## config.mk

```make
export PLATFORM = sky130hd
export DESIGN_NAME = water_purifier_stage_controller
export DESIGN_NICKNAME = d
export VERILOG_FILES = /design/src/wps_pkg.sv /design/src/wps_ctrl.sv /design/src/wps_volume.sv /design/src/water_purifier_stage_controller.sv
export SDC_FILE = /design/constraint.sdc
export NUM_CORES = 2
export LEC_CHECK = 0
export BUFFER_PORTS_ARGS = -buffer_cell sky130_fd_sc_hd__clkbuf_2
export CELL_PAD_IN_SITES_DETAIL_PLACEMENT = 1
export CELL_PAD_IN_SITES_GLOBAL_PLACEMENT = 1
export CORE_MARGIN = 8
export CORE_UTILIZATION = 34
export DETAILED_ROUTE_END_ITERATION = 8
export MAX_ROUTING_LAYER = met4
export PLACE_DENSITY = 0.56
export REMOVE_ABC_BUFFERS = 1
export SLEW_MARGIN = 10
export SYNTH_ARGS = -nofsm -noshare
export SYNTH_HDL_FRONTEND = slang
export SYNTH_SLANG_ARGS = --single-unit
```

## constraint.sdc

```tcl
create_clock -name clk_i -period 20.3 [get_ports clk_i]
set_clock_uncertainty 0.2 [all_clocks]
set_input_delay 3.045 -clock clk_i [delete_from_list [all_inputs] [get_ports clk_i]]
set_output_delay 3.045 -clock clk_i [all_outputs]
set_load 0.03 [all_outputs]
```

## src/wps_pkg.sv

```systemverilog
// Shared types, constants and a helper function for the water purifier stage controller.
package wps_pkg;

  localparam int unsigned VoltW     = 14;
  localparam int unsigned LevelW    = 8;
  localparam int unsigned CurrentW  = 16;
  localparam int unsigned ElapsedW  = 16;
  localparam int unsigned FlowW     = 16;
  localparam int unsigned ModeW     = 3;
  localparam int unsigned MlW       = 32;
  localparam int unsigned CfgIndexW = 3;
  localparam int unsigned CfgDataW  = 16;

  // Float switch positions within float_levels.
  localparam int unsigned FlHighSurf = 0;
  localparam int unsigned FlLowSurf  = 1;
  localparam int unsigned FlSec      = 2;
  localparam int unsigned FlLowFilt  = 3;
  localparam int unsigned FlHighFilt = 4;
  localparam int unsigned FlLowPur   = 5;
  localparam int unsigned FlHighPur  = 6;
  localparam int unsigned FlEnd      = 7;

  // UV run time is kept as whole hours plus leftover milliseconds.
  localparam int unsigned MsPerHour   = 3600;
  localparam int unsigned RunMsW      = 48;
  localparam int unsigned RunRemW     = 12;
  localparam int unsigned RunHoursW   = 37;
  localparam int unsigned RunSumW     = 17;
  localparam int unsigned HourStepW   = 5;
  localparam int unsigned MaxHourSteps =
    ((MsPerHour - 1) + ((1 << ElapsedW) - 1)) / MsPerHour;
  localparam logic [RunMsW-1:0] RunMsMax = '1;
  localparam logic [RunHoursW-1:0] RunHoursMax =
    RunHoursW'(RunMsMax / 64'(MsPerHour));
  localparam logic [RunRemW-1:0] RunRemMax =
    RunRemW'(RunMsMax % 64'(MsPerHour));

  // Fractional millilitres: the remainder product is divided by 3600 as
  // a shift by four and a reciprocal multiply for the division by 225.
  localparam int unsigned FracW       = RunRemW + FlowW;
  localparam int unsigned FracShift   = 4;
  localparam int unsigned RecipShift  = 32;
  localparam int unsigned RecipW      = 25;
  localparam int unsigned FracDivisor = MsPerHour >> FracShift;
  localparam logic [RecipW-1:0] RecipMul =
    RecipW'(((64'd1 << RecipShift) + 64'(FracDivisor) - 64'd1) / 64'(FracDivisor));
  localparam int unsigned RecipProdW  = FracW - FracShift + RecipW;
  localparam int unsigned FracMlW     = 16;
  localparam int unsigned HoursLoW    = 16;
  localparam int unsigned HoursHiW    = RunHoursW - HoursLoW;
  localparam int unsigned MlLoW       = HoursLoW + FlowW;
  localparam int unsigned MlHiW       = HoursHiW + FlowW;
  localparam int unsigned MlSumW      = MlHiW + HoursLoW + 1;

  typedef enum logic [ModeW-1:0] {
    MODE_TO_IDLE   = 3'd0,
    MODE_IDLE      = 3'd1,
    MODE_TO_PUMPS  = 3'd2,
    MODE_PUMPS     = 3'd3,
    MODE_TO_FILTER = 3'd4,
    MODE_FILTER    = 3'd5
  } mode_e;

  typedef enum logic [CfgIndexW-1:0] {
    CFG_START_VOLT = 3'd0,
    CFG_STOP_VOLT  = 3'd1,
    CFG_UV_MIN     = 3'd2,
    CFG_UV_FLOW    = 3'd3
  } cfg_reg_e;

  typedef struct packed {
    logic [VoltW-1:0]    voltage;
    logic [LevelW-1:0]   float_levels;
    logic [CurrentW-1:0] uv_current;
    logic [ElapsedW-1:0] elapsed_ms;
  } in_item_t;

  typedef struct packed {
    logic             well_pump;
    logic             end_pump;
    logic             uv_pump;
    logic             filter_relay;
    logic             uv_relay;
    logic             ac_inverter;
    logic             charge_relay;
    logic [ModeW-1:0] mode;
    logic [MlW-1:0]   purified_ml;
    logic             uv_fault;
  } out_item_t;

  typedef struct packed {
    logic well_pump;
    logic end_pump;
    logic uv_pump;
    logic filter_relay;
    logic uv_relay;
    logic ac_inverter;
    logic charge_relay;
  } drive_t;

  typedef struct packed {
    logic [VoltW-1:0]    start_volt;
    logic [VoltW-1:0]    stop_volt;
    logic [CurrentW-1:0] uv_min_current;
    logic [FlowW-1:0]    uv_pump_flow;
  } cfg_t;

  typedef struct packed {
    drive_t drv;
    mode_e  mode;
    logic   uv_fault;
  } side_t;

  typedef struct packed {
    side_t                side;
    logic [RunHoursW-1:0] run_hours;
    logic [RunRemW-1:0]   run_rem;
  } tick_t;

  function automatic logic [RunSumW-1:0] hour_ms(logic [HourStepW-1:0] n);
    return RunSumW'(n) * RunSumW'(MsPerHour);
  endfunction

endpackage

```

## src/wps_ctrl.sv

```systemverilog
// Mode sequencer, drive rules, lamp fault flag and UV run time accumulator.
module wps_ctrl import wps_pkg::*; (
  input  logic     clk_i,
  input  logic     rst_ni,
  input  logic     accept_i,
  input  in_item_t item_i,
  input  cfg_t     cfg_i,
  output tick_t    tick_o
);

  mode_e                mode_q, mode_d;
  drive_t               drv_q, drv_d;
  logic                 fault_q, fault_d;
  logic                 acc_en;
  logic                 uv_start;
  logic [RunHoursW-1:0] hours_q, hours_d, hours_sum;
  logic [RunRemW-1:0]   rem_q, rem_d, rem_sum;
  logic [RunSumW-1:0]   run_sum;
  logic [MaxHourSteps-1:0] hour_ge;
  logic [HourStepW-1:0] hour_steps;
  logic                 run_sat;

  logic hs, ls, sec, lf, hf, lp, hp, en;
  logic [VoltW-1:0] volt;

  assign volt = item_i.voltage;
  assign hs   = item_i.float_levels[FlHighSurf];
  assign ls   = item_i.float_levels[FlLowSurf];
  assign sec  = item_i.float_levels[FlSec];
  assign lf   = item_i.float_levels[FlLowFilt];
  assign hf   = item_i.float_levels[FlHighFilt];
  assign lp   = item_i.float_levels[FlLowPur];
  assign hp   = item_i.float_levels[FlHighPur];
  assign en   = item_i.float_levels[FlEnd];

  // Next mode; a later rule in the same tick overrides an earlier one.
  always_comb begin
    mode_d = mode_q;
    case (mode_q)
      MODE_IDLE: begin
        if (volt > cfg_i.start_volt) mode_d = MODE_TO_PUMPS;
      end
      MODE_TO_PUMPS: begin
        mode_d = MODE_PUMPS;
      end
      MODE_PUMPS: begin
        if (volt < cfg_i.stop_volt) mode_d = MODE_TO_IDLE;
        if (!lf && hs) mode_d = MODE_TO_FILTER;
      end
      MODE_TO_FILTER: begin
        if (volt >= cfg_i.start_volt) mode_d = MODE_FILTER;
      end
      MODE_FILTER: begin
        if (volt < cfg_i.stop_volt) mode_d = MODE_TO_IDLE;
        if (hf || !ls) mode_d = MODE_TO_PUMPS;
      end
      default: begin
        mode_d = MODE_IDLE;
      end
    endcase
  end

  // Drive rules; each rule sees the drives left by the rules above it.
  always_comb begin
    drv_d    = drv_q;
    fault_d  = fault_q;
    uv_start = 1'b0;
    acc_en   = 1'b0;
    case (mode_q)
      MODE_IDLE: begin
        drv_d = drv_q;
      end
      MODE_TO_PUMPS: begin
        drv_d.ac_inverter = 1'b0;
      end
      MODE_PUMPS: begin
        if (!drv_d.well_pump && !hs && sec) drv_d.well_pump = 1'b1;
        if (drv_d.well_pump && (hs || !sec)) drv_d.well_pump = 1'b0;
        if (!drv_d.uv_pump && !hp && lf) begin
          drv_d.ac_inverter = 1'b1;
          drv_d.uv_relay    = 1'b1;
          if (item_i.uv_current < cfg_i.uv_min_current) fault_d = 1'b1;
          drv_d.uv_pump = 1'b1;
          uv_start      = 1'b1;
        end
        // The tick on which the lamp starts adds no run time.
        if (drv_d.uv_pump && !uv_start) acc_en = 1'b1;
        if (drv_d.uv_pump && (!lf || hp)) begin
          drv_d.uv_pump     = 1'b0;
          drv_d.uv_relay    = 1'b0;
          drv_d.ac_inverter = 1'b0;
        end
        if (!drv_d.end_pump && !en && lp) drv_d.end_pump = 1'b1;
        if (drv_d.end_pump && (!lp || en)) drv_d.end_pump = 1'b0;
      end
      MODE_TO_FILTER: begin
        drv_d.well_pump   = 1'b0;
        drv_d.end_pump    = 1'b0;
        drv_d.uv_pump     = 1'b0;
        drv_d.ac_inverter = 1'b1;
        drv_d.uv_relay    = 1'b0;
        if (volt >= cfg_i.start_volt) drv_d.filter_relay = 1'b1;
      end
      MODE_FILTER: begin
        if (hf || !ls) drv_d.filter_relay = 1'b0;
      end
      default: begin
        drv_d = '0;
        drv_d.charge_relay = 1'b1;
      end
    endcase
  end

  // Run time: add the elapsed milliseconds to the leftover part and carry
  // whole hours out by comparing against every multiple of an hour that the sum can reach.
  always_comb begin
    run_sum = RunSumW'(rem_q) + RunSumW'(item_i.elapsed_ms);
    for (int k = 0; k < MaxHourSteps; k++) begin
      hour_ge[k] = run_sum >= hour_ms(HourStepW'(k + 1));
    end
    hour_steps = HourStepW'($countones(hour_ge));
    rem_sum    = RunRemW'(run_sum - hour_ms(hour_steps));
    hours_sum  = hours_q + RunHoursW'(hour_steps);
    run_sat    = (hours_sum > RunHoursMax) ||
                 ((hours_sum == RunHoursMax) && (rem_sum > RunRemMax));
    hours_d = hours_q;
    rem_d   = rem_q;
    if (acc_en) begin
      hours_d = run_sat ? RunHoursMax : hours_sum;
      rem_d   = run_sat ? RunRemMax : rem_sum;
    end
  end

  always_ff @(posedge clk_i or negedge rst_ni) begin
    if (!rst_ni) begin
      mode_q  <= MODE_TO_IDLE;
      drv_q   <= '0;
      fault_q <= 1'b0;
      hours_q <= '0;
      rem_q   <= '0;
    end else if (accept_i) begin
      mode_q  <= mode_d;
      drv_q   <= drv_d;
      fault_q <= fault_d;
      hours_q <= hours_d;
      rem_q   <= rem_d;
    end
  end

  assign tick_o.side.drv      = drv_d;
  assign tick_o.side.mode     = mode_d;
  assign tick_o.side.uv_fault = fault_d;
  assign tick_o.run_hours     = hours_d;
  assign tick_o.run_rem       = rem_d;

endmodule

```

## src/wps_volume.sv

```systemverilog
// Pipeline that turns UV run time and pump flow into purified millilitres.
module wps_volume import wps_pkg::*; (
  input  logic             clk_i,
  input  logic             rst_ni,
  input  logic             tick_valid_i,
  output logic             tick_ready_o,
  input  tick_t            tick_i,
  input  logic [FlowW-1:0] flow_i,
  output logic             out_valid_o,
  input  logic             out_ready_i,
  output out_item_t        out_item_o
);

  logic v0_q, v1_q, v2_q, v3_q, v4_q, v5_q;
  logic en0, en1, en2, en3, en4, en5;

  side_t                side0_q, side1_q, side2_q, side3_q, side4_q;
  logic [RunHoursW-1:0] hours0_q;
  logic [RunRemW-1:0]   rem0_q, rem1_q, rem2_q;
  logic [HoursHiW-1:0]  hhi1_q;
  logic [MlLoW-1:0]     mlo1_d, mlo1_q, mlo2_q, mlo3_q, mlo4_q;
  logic [MlHiW-1:0]     mhi2_d, mhi2_q, mhi3_q, mhi4_q;
  logic [FracW-1:0]     frac3_d, frac3_q;
  logic [RecipProdW-1:0] recip4;
  logic [FracMlW-1:0]   qr4_d, qr4_q;
  logic [MlSumW-1:0]    ml_sum;
  out_item_t            out_d, out_q;

  // A stage moves on when it is empty or the stage after it moves on.
  assign en5 = !v5_q || out_ready_i;
  assign en4 = !v4_q || en5;
  assign en3 = !v3_q || en4;
  assign en2 = !v2_q || en3;
  assign en1 = !v1_q || en2;
  assign en0 = !v0_q || en1;
  assign tick_ready_o = en0;

  assign mlo1_d  = MlLoW'(hours0_q[HoursLoW-1:0]) * MlLoW'(flow_i);
  assign mhi2_d  = MlHiW'(hhi1_q) * MlHiW'(flow_i);
  assign frac3_d = FracW'(rem2_q) * FracW'(flow_i);
  assign recip4  = RecipProdW'(frac3_q[FracW-1:FracShift]) * RecipProdW'(RecipMul);
  assign qr4_d   = recip4[RecipShift +: FracMlW];

  always_comb begin
    ml_sum = {1'b0, mhi4_q, {HoursLoW{1'b0}}} + MlSumW'(mlo4_q) + MlSumW'(qr4_q);
    out_d.well_pump    = side4_q.drv.well_pump;
    out_d.end_pump     = side4_q.drv.end_pump;
    out_d.uv_pump      = side4_q.drv.uv_pump;
    out_d.filter_relay = side4_q.drv.filter_relay;
    out_d.uv_relay     = side4_q.drv.uv_relay;
    out_d.ac_inverter  = side4_q.drv.ac_inverter;
    out_d.charge_relay = side4_q.drv.charge_relay;
    out_d.mode         = side4_q.mode;
    out_d.uv_fault     = side4_q.uv_fault;
    out_d.purified_ml  = (|ml_sum[MlSumW-1:MlW]) ? '1 : ml_sum[MlW-1:0];
  end

  always_ff @(posedge clk_i or negedge rst_ni) begin
    if (!rst_ni) begin
      v0_q <= 1'b0;
      v1_q <= 1'b0;
      v2_q <= 1'b0;
      v3_q <= 1'b0;
      v4_q <= 1'b0;
      v5_q <= 1'b0;
    end else begin
      if (en0) v0_q <= tick_valid_i;
      if (en1) v1_q <= v0_q;
      if (en2) v2_q <= v1_q;
      if (en3) v3_q <= v2_q;
      if (en4) v4_q <= v3_q;
      if (en5) v5_q <= v4_q;
    end
  end

  always_ff @(posedge clk_i) begin
    if (en0 && tick_valid_i) begin
      side0_q  <= tick_i.side;
      hours0_q <= tick_i.run_hours;
      rem0_q   <= tick_i.run_rem;
    end
    if (en1 && v0_q) begin
      side1_q <= side0_q;
      hhi1_q  <= hours0_q[RunHoursW-1:HoursLoW];
      rem1_q  <= rem0_q;
      mlo1_q  <= mlo1_d;
    end
    if (en2 && v1_q) begin
      side2_q <= side1_q;
      rem2_q  <= rem1_q;
      mlo2_q  <= mlo1_q;
      mhi2_q  <= mhi2_d;
    end
    if (en3 && v2_q) begin
      side3_q <= side2_q;
      mlo3_q  <= mlo2_q;
      mhi3_q  <= mhi2_q;
      frac3_q <= frac3_d;
    end
    if (en4 && v3_q) begin
      side4_q <= side3_q;
      mlo4_q  <= mlo3_q;
      mhi4_q  <= mhi3_q;
      qr4_q   <= qr4_d;
    end
    if (en5 && v4_q) begin
      out_q <= out_d;
    end
  end

  assign out_valid_o = v5_q;
  assign out_item_o  = out_q;

endmodule

```

## src/water_purifier_stage_controller.sv

```systemverilog
// Top level of the water purifier stage controller: configuration registers and wiring.
//
// Each accepted request is one control tick: the mode sequencer, the pump and
// relay rules, the lamp current check and the UV run time update all settle in
// the cycle the request is taken, so a new request can be accepted on every
// clock unless the pipeline is full and the output stalled. The result for a
// tick leaves through a multiplier pipeline that converts run time (kept as
// whole hours plus leftover milliseconds) and the UV pump flow into purified
// millilitres, with its multiplies spread over separate stages. Every stage
// holds its item while the output is stalled, and empty stages keep accepting new requests meanwhile.
// Configuration writes are always accepted and take effect for the next tick;
// write them only while no tick is in flight.
module water_purifier_stage_controller import wps_pkg::*; (
  input  logic                 clk_i,
  input  logic                 rst_ni,
  input  logic                 in_valid_i,
  output logic                 in_ready_o,
  input  in_item_t             in_item_i,
  output logic                 out_valid_o,
  input  logic                 out_ready_i,
  output out_item_t            out_item_o,
  input  logic                 cfg_valid_i,
  output logic                 cfg_ready_o,
  input  logic [CfgIndexW-1:0] cfg_index_i,
  input  logic [CfgDataW-1:0]  cfg_data_i
);

  cfg_t  cfg_q;
  tick_t tick;
  logic  in_accept;

  assign cfg_ready_o = 1'b1;
  assign in_accept   = in_valid_i && in_ready_o;

  always_ff @(posedge clk_i or negedge rst_ni) begin
    if (!rst_ni) begin
      cfg_q.start_volt     <= VoltW'(2600);
      cfg_q.stop_volt      <= VoltW'(2300);
      cfg_q.uv_min_current <= CurrentW'(200);
      cfg_q.uv_pump_flow   <= FlowW'(300);
    end else if (cfg_valid_i) begin
      case (cfg_index_i)
        CFG_START_VOLT: cfg_q.start_volt     <= cfg_data_i[VoltW-1:0];
        CFG_STOP_VOLT:  cfg_q.stop_volt      <= cfg_data_i[VoltW-1:0];
        CFG_UV_MIN:     cfg_q.uv_min_current <= cfg_data_i[CurrentW-1:0];
        CFG_UV_FLOW:    cfg_q.uv_pump_flow   <= cfg_data_i[FlowW-1:0];
        default:        cfg_q                <= cfg_q;
      endcase
    end
  end

  wps_ctrl u_ctrl (
    .clk_i    (clk_i),
    .rst_ni   (rst_ni),
    .accept_i (in_accept),
    .item_i   (in_item_i),
    .cfg_i    (cfg_q),
    .tick_o   (tick)
  );

  wps_volume u_volume (
    .clk_i        (clk_i),
    .rst_ni       (rst_ni),
    .tick_valid_i (in_valid_i),
    .tick_ready_o (in_ready_o),
    .tick_i       (tick),
    .flow_i       (cfg_q.uv_pump_flow),
    .out_valid_o  (out_valid_o),
    .out_ready_i  (out_ready_i),
    .out_item_o   (out_item_o)
  );

endmodule

```

## Word level (Yosys, flattened, before mapping)

Cells that the tools add are included.

- Output and inout bits: 46
- Register bits: 601
- Input port bits: 78
- Word-level logic and storage cells: 243

- Add/subtract/negate cells: 23
- Eq/ne operators: 9
- $mul: 5
- Mux-type cells: 35
- $lt $le $gt $ge: 25
- Reductions and logical operators: 56

Operator list:

| operator | number |
|---|---|
| $ge A17 B16 Y1 const B | 9 |
| $ge A17 B15 Y1 const B | 5 |
| $mux W37 | 2 |
| $add A53 B32 Y54 | 1 |
| $add A54 B16 Y54 | 1 |
| $mul A24 B22 Y45 const B | 1 |
| $add A5 B5 Y5 | 8 |
| $add A37 B5 Y37 | 1 |
| $eq A37 B37 Y1 const B | 1 |
| $gt A37 B37 Y1 const B | 1 |
| $mul A21 B16 Y37 | 1 |
| $ge A17 B14 Y1 const B | 2 |
| $mul A16 B16 Y32 | 1 |
| $mul A12 B16 Y28 | 1 |
| $mux W12 | 2 |
| $reduce_or A22 Y1 | 1 |
| $mux W1 | 19 |
| $add A1 B1 Y2 | 9 |
| $logic_and A1 B1 Y1 | 18 |
| $add A12 B16 Y17 | 1 |
| $ge A17 B12 Y1 const B | 1 |
| $ge A17 B13 Y1 const B | 1 |
| $ge A17 B17 Y1 const B | 1 |
| $logic_not A1 Y1 | 17 |
| 23 further kinds | 48 |

## Logic depth before layout (Yosys ltp)

- Word-level depth: 14
- Mapped depth: 40
- Mapped depth without buffers: 36

## Modules after synthesis

From an unflattened synthesis, not the netlist that was laid out.

- Cells, all modules: 5769
- Area, all modules: 60589.4 um^2

By module, submodules not included:

| module | sequential area each (um^2) | cells an instance | area an instance (um^2) | times used |
|---|---|---|---|---|
| wps_volume | 14293.7 | 4556 | 49718.9 | 1 |
| wps_ctrl | 1501.4 | 1080 | 8434.3 | 1 |
| water_purifier_stage_controller | 1524.0 | 133 | 2436.1 | 1 |

## Worst setup path before layout

Ideal clock, no wire load.

- Kind: input -> register
- Start point: input in_item_i[0] (netlist name)
- End point: register u_volume.hours0_q[11], data pin
- Stages on the path: 38
- Arrival: 12.329 ns
- Setup slack: 7.513 ns
- Data required time: 19.842 ns
- Cells stage by stage: ha_1 fa_1 a21oi_1 o221a_2 o31ai_1 a21o_1 a31o_2 and3_1 xor2_1 nand2_1 or2_2 o41ai_1 ha_1 inv_1 fa_1 inv_1 fa_1 inv_1 [... 2 more ...] inv_1 ha_1 inv_1 fa_1 inv_1 ha_1 nand2_1 o211ai_1 nand3_2 nor3_1 mux2_2 or3_4 or3_1 a311oi_2 buf_4 buf_4 o21ai_0 o221a_2

RTL lines:

| item | line | source |
|---|---|---|
| start: declaration | water_purifier_stage_controller.sv:18 | `input in_item_t in_item_i,` |
| end signal: assignment | wps_volume.sv:79 | `hours0_q <= tick_i.run_hours;` |
| end: declaration | wps_volume.sv:18 | `logic [RunHoursW-1:0] hours0_q;` |

==> results.tsv <==
metric	value	unit
critical_path_class	primary input to flop	
setup_viol	0	
grt_setup_unrepaired	false	
post_cts_clock_slew_at_the_launch_and_capture_registers_of_the_worst_setup_and_hold_paths	0.06	ns
h-tree-depth	3	
final.setup.tns	0	ns
vias	41500	
crit_path_top_delay_cell	or2_1	
die-area	190900	um^2
number_of_antenna_violations_at_the_first_check_in_global_routing	6	
route.final.wire_length	172200	um
placement_rows	154	
final_min_period_over_clock_period	71.91	%
endpoint_kind	flop	
detail_route.iter0.violations	1902	
drtPass1Iterations	5	
synthArstFlopShare	21.11	%
post_detailed_route_wirelength_per_cell	20.93	um
worst_path_largest_cell_delay	0.71	ns
synth_top_area_share	25.49	%
tritoncts	yes	
cts-root-to-sink-buffers	3	
worst_slew_margin_rel	25.57	%
grt_remaining_overflow	0	
design.core.area	176100	um^2
timing.final.ws_setup	5.701	ns
cts.repair_timing.setup_buffer_count	0	
ys_dominant_reg_cell	edfxtp_1	
critical_path_peak_fanout	27	
io_pins	124	
grt_usage	18.48	%
run_status	completed	
finalMaxSlewViolations	0	
max_cap_violations	0	
seq_area_frac_synth	28.75	%
post-route-cell-area	65810	um^2
chipWidth	436.9	um
route.detailed.drc	0	
grt_start_max_net_pins	89	
post-synth-top-area-cell	fa_1	
synth-edff-count	471	
num-nets-final	7294	
synthTopCellsByArea	fa_1 (25%), edfxtp_1 (23%), ha_1 (13%)	
ant_nets	0	
final_core_util	37.37	%
die_h	436.9	um
period_needed	14.60	ns
fmaxAchievable	0.06850	GHz
placed_area	63390	um^2
cp-start-kind	primary input	
routed_via_density	5.045	
cts_num_sinks	597	
place_hpwl	131600	um
synth_seq_cells	597	
synth.yosys.warnings	0	
fraction_of_layout_cells_with_a_size_suffix_above_1	7.208	%
area_delta_synth_final	9.261	%
portBuffers	122	
post_synth_inst_count	5813	
first_global_vias	46140	
first_pass_grt_wire_length	272800	um
initial_utilization	34.20	%
final-hold-violation-count	0	
hold_path.class	flop to flop	
yosys.cell_types.count	99	
post_synth.cell_area_avg	10.36	um^2
holdBufCountCts	0	
worstPathArrival	14.76	ns
timing_worst_slew_pin_value	1.116	ns
clock_latency	0.69	ns
dp_worst_setup_slack	4.988	ns
place.gp.congestion	0.8684	
worst-endpoint-required	20.46	ns
numCtsBuffers	72	
r2r_slack	7.73	ns
cell_area_after_synthesis	60230	um^2
number_of_gates_resized_after_cts	0	
root_buffer	clkbuf_16	
## through the flow
step           std cells  hold WS [ns]
3_5_place_dp        8092        0.2052
6_report            8226        0.1914
5_1_grt             8222        0.2039
4_1_cts             8222        0.1836
2_1_floorplan       5570        0.2003
3_3_place_gp        8092        0.2006
## synthesized netlist by cell type, types with 57 or more instances
| cell type | instances |
|---|---|
| nor3_1 | 67 |
| a21o_1 | 85 |
| inv_1 | 928 |
| and2_1 | 310 |
| fa_1 | 767 |
| nor2_1 | 204 |
| nand2_1 | 739 |
| ha_1 | 623 |
| edfxtp_1 | 471 |
| a21oi_1 | 155 |
| clkbuf_1 | 209 |
| nand3_1 | 74 |
| dfrtp_1 | 108 |
| o21ai_0 | 149 |
| nand4_1 | 57 |
| xnor2_1 | 116 |
## critical path, delay by kind of cell
family,cells,cell delay (ns)
simple gates,8,3.24
buf+inv,9,1.19
xor+xnor,1,0.35
compound gates,11,2.96
fa+ha+maj,10,3.96
## flip-flops by register name, indices dropped and copies added, names as in the netlist, 24 cells and up
name	flops
cfg_q	60
u_ctrl.hours_q	37
u_volume.frac3_q	24
u_volume.hours0_q	37
u_volume.mhi2_q	37
u_volume.mhi3_q	37
u_volume.mhi4_q	37
u_volume.mlo1_q	32
u_volume.mlo2_q	32
u_volume.mlo3_q	32
u_volume.mlo4_q	32
u_volume.out_item_o	43
## cells by family after synthesis
| kind of cell | Yosys count | share of synthesized area (%) |
|---|---|---|
| and+or+nand+nor | 1667 | 13.40 |
| buffers and inverters | 1173 | 7.414 |
| xor gates and xnor gates | 164 | 2.408 |
| adders and majority gates | 1391 | 38.45 |
| DFF | 597 | 28.75 |
| other | 1 | 0.006226 |
| muxes | 36 | 0.6481 |
| AOI/OAI and AO/OA | 784 | 8.918 |
## final timing paths
check,start,end,depth (start not counted)
hold reg to reg,u_volume.mlo3_q[12]$_DFFE_PP_,u_volume.mlo4_q[12]$_DFFE_PP_,0
min in group asynchronous,rst_ni,cfg_q[50]$_DFFE_PN0P_,1
hold / removal,u_volume.mlo3_q[12]$_DFFE_PP_,u_volume.mlo4_q[12]$_DFFE_PP_,0
max in group asynchronous,rst_ni,cfg_q[13]$_DFFE_PN0P_,2
setup / recovery,in_item_i[0],u_volume.hours0_q[3]$_DFFE_PP_,39
setup reg to reg,u_ctrl.rem_q[0]$_DFFE_PN0P_,u_volume.hours0_q[3]$_DFFE_PP_,38
## routing by layer
metal	vias to the layer above	global-route usage, %	part of all wire, %
met5	-	-	0
met4	0	3.858	1.9
met3	190	1.828	2.9
met2	596	30.46	48
met1	21490	24.92	48
li1	19220	-	-
## area by class of cell
class / count / area [um^2]
Inverter: 930 / 3491
Timing Repair Buffer: 182 / 1067
Antenna cell: 4 / 10.01
Sequential cell: 597 / 17340
Fill cell: 19620 / 110300
Clock inverter: 45 / 544.3
Tap cell: 2340 / 2928
Clock buffer: 85 / 1861
Multi-Input combinational cell: 4043 / 38570
## cells in the final DEF, fill, tap and decap left out, types with 49 or more instances in the layout
cell / count
nand2_1: 739
clkbuf_16: 72
nor3_1: 67
a21o_1: 85
a21oi_1: 155
nor2_1: 203
o21ai_0: 149
inv_1: 927
dfrtp_1: 99
edfxtp_1: 471
nand4_1: 57
xnor2_1: 116
ha_1: 623
and2_1: 308
clkbuf_2: 121
a31oi_1: 49
fa_1: 767
nand3_1: 73
buf_4: 60
Power is left out: the tool's default activity adds up to more than one toggle a clock period on the data nets, which glitch-free logic cannot reach.
